<file path="src/sv/dtsw_pkg.sv">
// shared types and constants for the double threshold sequence window block
package dtsw_pkg;

    localparam int unsigned TIME_BINS = 128;
    localparam int unsigned ANODES    = 256;

    localparam logic [6:0] LAST_BIN    = 7'(TIME_BINS - 1);
    localparam logic [7:0] RAW_ANODE_A = 8'd1;
    localparam logic [7:0] RAW_ANODE_B = 8'd238;
    localparam logic [7:0] CNT_MAX     = 8'd255;

    localparam logic [2:0] CFG_LOW_LEVEL      = 3'd0;
    localparam logic [2:0] CFG_HIGH_LEVEL     = 3'd1;
    localparam logic [2:0] CFG_MIN_HIGH_COUNT = 3'd2;
    localparam logic [2:0] CFG_MIN_LENGTH     = 3'd3;
    localparam logic [2:0] CFG_EXTEND_BEFORE  = 3'd4;
    localparam logic [2:0] CFG_EXTEND_AFTER   = 3'd5;
    localparam logic [2:0] CFG_CLEAR_BINS     = 3'd6;
    localparam logic [2:0] CFG_OPTIONS        = 3'd7;

    localparam int unsigned OPT_KILL_BAD = 0;
    localparam int unsigned OPT_RAW_A    = 1;
    localparam int unsigned OPT_RAW_B    = 2;

    typedef struct packed {
        logic [7:0] low_level;
        logic [7:0] high_level;
        logic [7:0] min_high_count;
        logic [7:0] min_length;
        logic [6:0] extend_before;
        logic [6:0] extend_after;
        logic [7:0] clear_bins;
        logic [2:0] options;
    } t_cfg;

    localparam t_cfg CFG_RESET = '{
        low_level:      8'd22,
        high_level:     8'd27,
        min_high_count: 8'd0,
        min_length:     8'd2,
        extend_before:  7'd1,
        extend_after:   7'd4,
        clear_bins:     8'd2,
        options:        3'd1
    };

    typedef struct packed {
        logic [7:0] adc;
        logic [6:0] time_bin;
        logic [7:0] anode;
        logic       anode_bad;
    } t_item;

    typedef struct packed {
        logic [7:0] run_length;
        logic [7:0] high_count;
        logic [6:0] run_start;
    } t_state;

    typedef struct packed {
        logic [7:0] window_anode;
        logic [6:0] window_start;
        logic [6:0] window_end;
        logic       raw_window;
    } t_result;

endpackage

</file>
<file path="src/sv/double_threshold_sequence_window.sv">
// top level: config registers, input register, run state and result register
// path: a sample beat is held in the input register, and its window beat is registered in the result register
// throughput: one sample beat per cycle through the combinational step between the registers, unless stalled
// back-pressure from the result port stalls the input register only when a window is waiting
// reset: synchronous active-low; run state cleared, config back to its defaults
// config beats are always taken and apply to later samples
module double_threshold_sequence_window (
    input  logic       i_clk,
    input  logic       i_rst_n,
    input  logic       i_cfg_valid,
    output logic       o_cfg_ready,
    input  logic [2:0] i_cfg_index,
    input  logic [7:0] i_cfg_data,
    input  logic       i_in_valid,
    output logic       o_in_ready,
    input  logic [7:0] i_adc,
    input  logic [6:0] i_time_bin,
    input  logic [7:0] i_anode,
    input  logic       i_anode_bad,
    output logic       o_out_valid,
    input  logic       i_out_ready,
    output logic [7:0] o_window_anode,
    output logic [6:0] o_window_start,
    output logic [6:0] o_window_end,
    output logic       o_raw_window
);
    import dtsw_pkg::*;

    t_cfg    r_cfg;
    t_item   r_in;
    logic    r_in_valid;
    t_state  r_state;
    t_state  n_state;
    t_result r_out;
    t_result n_out;
    logic    r_out_valid;
    logic    n_emit;
    logic    advance;

    assign o_cfg_ready = 1'b1;
    assign advance     = r_in_valid && (!r_out_valid || i_out_ready || !n_emit);
    assign o_in_ready  = !r_in_valid || advance;

    always_ff @(posedge i_clk) begin
        if (!i_rst_n) begin
            r_cfg <= CFG_RESET;
        end else if (i_cfg_valid) begin
            unique case (i_cfg_index)
                CFG_LOW_LEVEL:      r_cfg.low_level      <= i_cfg_data;
                CFG_HIGH_LEVEL:     r_cfg.high_level     <= i_cfg_data;
                CFG_MIN_HIGH_COUNT: r_cfg.min_high_count <= i_cfg_data;
                CFG_MIN_LENGTH:     r_cfg.min_length     <= i_cfg_data;
                CFG_EXTEND_BEFORE:  r_cfg.extend_before  <= i_cfg_data[6:0];
                CFG_EXTEND_AFTER:   r_cfg.extend_after   <= i_cfg_data[6:0];
                CFG_CLEAR_BINS:     r_cfg.clear_bins     <= i_cfg_data;
                CFG_OPTIONS:        r_cfg.options        <= i_cfg_data[2:0];
                default: ;
            endcase
        end
    end

    dtsw_step u_step (
        .i_cfg    (r_cfg),
        .i_state  (r_state),
        .i_item   (r_in),
        .o_state  (n_state),
        .o_emit   (n_emit),
        .o_result (n_out)
    );

    always_ff @(posedge i_clk) begin
        if (!i_rst_n) begin
            r_in_valid <= 1'b0;
        end else if (o_in_ready) begin
            r_in_valid <= i_in_valid;
        end
    end

    always_ff @(posedge i_clk) begin
        if (o_in_ready && i_in_valid) begin
            r_in <= '{adc: i_adc, time_bin: i_time_bin, anode: i_anode,
                      anode_bad: i_anode_bad};
        end
    end

    always_ff @(posedge i_clk) begin
        if (!i_rst_n) begin
            r_state <= '0;
        end else if (advance) begin
            r_state <= n_state;
        end
    end

    always_ff @(posedge i_clk) begin
        if (!i_rst_n) begin
            r_out_valid <= 1'b0;
        end else if (advance && n_emit) begin
            r_out_valid <= 1'b1;
        end else if (i_out_ready) begin
            r_out_valid <= 1'b0;
        end
    end

    always_ff @(posedge i_clk) begin
        if (advance && n_emit) begin
            r_out <= n_out;
        end
    end

    assign o_out_valid    = r_out_valid;
    assign o_window_anode = r_out.window_anode;
    assign o_window_start = r_out.window_start;
    assign o_window_end   = r_out.window_end;
    assign o_raw_window   = r_out.raw_window;

    a_raw_full: assert property (@(posedge i_clk) disable iff (!i_rst_n)
        r_out_valid && r_out.raw_window |->
            r_out.window_start == 7'd0 && r_out.window_end == LAST_BIN)
        else $error("raw window beat does not span the whole anode");

    a_run_closed: assert property (@(posedge i_clk) disable iff (!i_rst_n)
        advance && r_in.time_bin == LAST_BIN |=> r_state.run_length == 8'd0)
        else $error("run left open after the last time bin");

    a_stall_cause: assert property (@(posedge i_clk) disable iff (!i_rst_n)
        r_in_valid && !o_in_ready |-> r_out_valid && !i_out_ready && n_emit)
        else $error("input stalled without a waiting window beat");

endmodule

</file>
<file path="src/sv/dtsw_step.sv">
// run tracking, qualification, window widening and raw-anode beats for one sample
module dtsw_step (
    input  dtsw_pkg::t_cfg    i_cfg,
    input  dtsw_pkg::t_state  i_state,
    input  dtsw_pkg::t_item   i_item,
    output dtsw_pkg::t_state  o_state,
    output logic              o_emit,
    output dtsw_pkg::t_result o_result
);
    import dtsw_pkg::*;

    logic       bin_zero;
    logic       kill_bad;
    logic       is_raw;
    logic [7:0] adc_eff;
    logic [7:0] rl0;
    logic [7:0] hc0;
    logic [7:0] hc1;
    logic [7:0] rl1;
    logic [6:0] start;
    logic [6:0] end_bin;
    logic       close;
    logic       keep;
    logic [7:0] end_wide;
    logic [6:0] win_start;
    logic [6:0] win_end;

    always_comb begin
        bin_zero = (i_item.time_bin == 7'd0);
        kill_bad = i_cfg.options[OPT_KILL_BAD] && i_item.anode_bad;
        is_raw   = (i_item.anode == RAW_ANODE_A && i_cfg.options[OPT_RAW_A]) ||
                   (i_item.anode == RAW_ANODE_B && i_cfg.options[OPT_RAW_B]);
        rl0 = bin_zero ? 8'd0 : i_state.run_length;
        hc0 = bin_zero ? 8'd0 : i_state.high_count;

        adc_eff = (({1'b0, i_item.time_bin} < i_cfg.clear_bins) || kill_bad) ?
                  8'd0 : i_item.adc;

        hc1 = (adc_eff > i_cfg.high_level && hc0 != CNT_MAX) ? hc0 + 8'd1 : hc0;
        rl1     = rl0;
        start   = i_state.run_start;
        end_bin = i_item.time_bin - 7'd1;
        close   = 1'b0;

        o_state = '{run_length: rl0, high_count: hc1, run_start: i_state.run_start};

        if (adc_eff > i_cfg.low_level) begin
            if (rl0 == 8'd0) begin
                start = i_item.time_bin;
            end
            rl1 = (rl0 != CNT_MAX) ? rl0 + 8'd1 : rl0;
            o_state.run_start  = start;
            o_state.run_length = rl1;
            if (i_item.time_bin == LAST_BIN) begin
                close   = 1'b1;
                end_bin = i_item.time_bin;
            end
        end else if (rl0 != 8'd0) begin
            close = 1'b1;
        end else if (i_item.time_bin == LAST_BIN) begin
            o_state.high_count = 8'd0;
        end

        keep = (hc1 > i_cfg.min_high_count) && (rl1 > i_cfg.min_length);
        if (close) begin
            o_state.run_length = 8'd0;
            o_state.high_count = 8'd0;
        end

        win_start = (start > i_cfg.extend_before) ? start - i_cfg.extend_before : 7'd0;
        end_wide  = {1'b0, end_bin} + {1'b0, i_cfg.extend_after};
        win_end   = (end_wide > {1'b0, LAST_BIN}) ? LAST_BIN : end_wide[6:0];

        o_emit   = close && keep && !is_raw;
        o_result = '{window_anode: i_item.anode, window_start: win_start,
                     window_end: win_end, raw_window: 1'b0};

        if (is_raw && bin_zero && !kill_bad) begin
            o_emit   = 1'b1;
            o_result = '{window_anode: i_item.anode, window_start: 7'd0,
                         window_end: LAST_BIN, raw_window: 1'b1};
        end
    end

endmodule
</file>
<file path="config.mk">
export PLATFORM = sky130hd
export DESIGN_NAME = double_threshold_sequence_window
export DESIGN_NICKNAME = d
export VERILOG_FILES = /design/src/sv/dtsw_pkg.sv /design/src/sv/double_threshold_sequence_window.sv /design/src/sv/dtsw_step.sv
export SDC_FILE = /design/constraint.sdc
export NUM_CORES = 1
export LEC_CHECK = 0
export BUFFER_PORTS_ARGS = -buffer_cell sky130_fd_sc_hd__clkbuf_2
export CAP_MARGIN = 15
export CORE_UTILIZATION = 60
export DETAILED_ROUTE_END_ITERATION = 8
export GPL_TIMING_DRIVEN = 0
export PLACE_DENSITY = 0.78
export SKIP_LAST_GASP = 1
export SYNTH_ARGS = -nofsm -noshare
export SYNTH_HDL_FRONTEND = slang
export SYNTH_SLANG_ARGS = --single-unit
</file>
<file path="constraint.sdc">
create_clock -name i_clk -period 10 [get_ports i_clk]
set_clock_uncertainty 0.15 [all_clocks]
set_input_delay 1.5 -clock i_clk [delete_from_list [all_inputs] [get_ports i_clk]]
set_output_delay 1.5 -clock i_clk [all_outputs]
set_load 0.005 [all_outputs]
</file>
==> impl_metrics.yaml <==
global_routing:
  antenna_found_initial: 0
  grt_max_degree: 25
  track_usage_pct: 29.9
  grt_first_pass_wirelength_mm: 26.6
  grt_pass1_vias: 5547
  globalRoute.totalOverflow: 0
die:
  die_y_um: 109
  row_count: 38
  die_width_um: 109
  initial_utilization_pct: 62.6
  design.core.area_um2: 11000
  io_pins: 66
  dieArea_um2: 11900
route:
  wl_per_cell_um: 16.8
  via_per_inst: 5.81
  drt_iter0_drc: 426
  vias: 5741
  wirelength_mm: 16.6
  drc: 0
  ant_nets: 0
  first_pass_iters: 5
timing:
  hold_slack_ns: 0.302
  hold_viol: 0
  setup_ws_ns: 2.11
  period_needed_ns: 7.89
  max_slew_margin_pct: 30.7
  tns_ns: 0
  timing.fmax_mhz: 127
  rsz0062_at_grt: "no"
  tightest_slew_ns: 1.03
  fin_crit_sh_pct: 78.9
  slew_viol_final: 0
  finalSetupViolations: 0
yosys:
  syn_area_um2: 6900
  synth-async-reset-ratio_pct: 0
  synth_flop_cell: "dfxtp_1"
  synth.top_cells.by_count: "nand2_1, dfxtp_1, a21oi_1"
  yosys_warnings: 0
  syn_avg_cell_area_um2: 9.12
  synth_edf_count: 47
  yosysTopAreaCellShare_pct: 23.8
  synthesis.nets: 855
  synth.yosys.seq_area_share_pct: 44.2
  yosysMostFrequentCell: "nand2_1"
  synthCells: 757
  synth_cell_types: 72
  synthTopCellsByArea: "dfxtp_1, edfxtp_1, ha_1, nand2_1, a21oi_1"
  ys_ff_latch: 129
  synth_top_area_cell: "dfxtp_1"
setup_path:
  path_class: "flip-flop to primary output"
  cp_max_fo: 8
  crit_path_start_kind: "flip-flop"
  critPathTopFamily: "compound AO/OA/AOI/OAI gates"
  cp.depth: 22
  path_buf_inv: 1
  critPathRequiredTime_ns: 8.35
  crit_slowest_cell: "edfxtp_1"
  max_stage_delay_ns: 0.53
  crit_chain: "ha_1 > a211oi_2 > o22ai_1 > o21a_1 > and2_1 > ha_1 > and4_2 > nand2_1 > a21oi_1 > nand2_1 > nand2_1 > nand3_1 > or3_1 > a21oi_1 > ha_1 > nand4_1 > nor3_1 > a2111oi_0 > o221ai_1 > o21bai_1 > nand3_1 > clkbuf_2"
  setup.worst_path.end_class: "primary output"
  worst_ep_arrival_time_ns: 6.24
  rr_worst_depth: 22
clocking:
  htree_levels: 4
  path_clk_slew_ns: 0.06
  cts_buffers: 17
  cts_sinks: 129
  cts_tree: "built"
  cts_resized: 0
  cts_hold_buf: 0
  cts_buffer_depth: 2
  post-cts-setup-buffers: 0
  clk_latency_ns: 0.43
  root_buffer: "clkbuf_16"
place:
  port_buffers: 59
  place_hpwl_mm: 12.1
  post-place-cells: 956
  place_ws_ns: 2.64
  gp_congestion: 0.947
min_path:
  whs_path_depth: 0
  hold_class: "flip-flop to flip-flop"
pwr:
  p_per_area_nw_per_um2: 172
  ir_drop_v: 0.000166
  p_leak_nw: 3.20
cells_and_area:
  finalNetCount: 933
  area_growth_pct: 14.8
  antenna_cells: 0
  drive_gt1_share_pct: 15.7
  layout.cells.non_filler: 988
run:
  max_cap_violations: 0
status:
  status: "finished clean"
==> metal layers <==
layer,global-route usage [%],vias to the layer above,part of all wire [%]
li1,-,2811,-
met1,35.3,2685,42
met2,50.9,205,48
met3,7.77,40,6.3
met4,13.3,0,2.9
met5,0,-,0
==> power by group <==
| part | internal, mW | switching, mW |
|---|---|---|
| sequential | 0.568 | 0.0137 |
| combinational | 0.0875 | 0.126 |
| clock | 0.320 | 0.247 |
==> worst register-to-register path: stages, from the launching register on <==
cell	delay (ns)
edfxtp_1	0.53
ha_1	0.40
a211oi_2	0.22
o22ai_1	0.17
o21a_1	0.26
and2_1	0.21
ha_1	0.35
and4_2	0.26
nand2_1	0.06
a21oi_1	0.29
nand2_1	0.12
nand2_1	0.24
nand3_1	0.26
or3_1	0.39
a21oi_1	0.26
ha_1	0.29
nand4_1	0.11
nor3_1	0.07
a2111oi_0	0.33
o221ai_1	0.29
a2111o_2	0.56
nand2_2	0.18
and2b_2	0.43
==> cells in the final DEF, fill, tap and decap left out, types with 14 or more instances in the layout <==
cell,instances
nand2_1,146
dfxtp_1,82
a21oi_1,68
inv_1,61
clkbuf_2,59
ha_1,56
edfxtp_1,47
nand3_1,28
nor2_1,28
o21ai_0,23
clkbuf_1,17
clkbuf_16,17
xnor2_1,14
==> cell families after synthesis <==
kind of cell / count (synthesis) / synth area share, %
XOR/XNOR: 21 / 2.67
other: 1 / 0.0543
multiplexers: 11 / 1.70
flip-flops: 129 / 44.2
AND/OR/NAND/NOR: 296 / 20.9
buffers and inverters: 83 / 4.75
adder cells (fa/ha/maj): 58 / 10.7
AO/OA/AOI/OAI: 158 / 14.9
==> layout make-up <==
cell class	instances	area, um^2
buffer	22	98.8
clock buffer	18	429
clock inverter	14	108
fill	825	3110
inverter	61	229
multi-input combinational	545	3530
sequential	129	3050
tap	140	175
timing repair buffer	59	295
==> flip-flops by register name (all words and copies together) (netlist names) <==
register,flops
o_window_start,7
r_in_valid,1
r_cfg,57
o_raw_window,1
o_window_end,7
r_in,24
o_out_valid,1
o_window_anode,8
r_state,23
==> worst paths after layout <==
kind	start	to	slack, ns
max	r_in[14]$_DFFE_PP_	o_in_ready	2.11
min	r_in[4]$_DFFE_PP_	o_window_anode[3]$_DFFE_PP_	0.30
max reg2reg	r_in[14]$_DFFE_PP_	o_window_anode[1]$_DFFE_PP_	3.24
min reg2reg	r_in[4]$_DFFE_PP_	o_window_anode[3]$_DFFE_PP_	0.30
==> metrics by stage <==
step	cell area [um^2]	total power [mW]	util (%)
finish	7920	1.36	71.8
global route	7920	1.41	71.8
CTS	7920	1.36	71.8
detailed placement	7390	0.803	67.0
global placement	7370	0.790	66.8
floorplan	6900	0.745	-
Power figures use the tool's default switching activity.
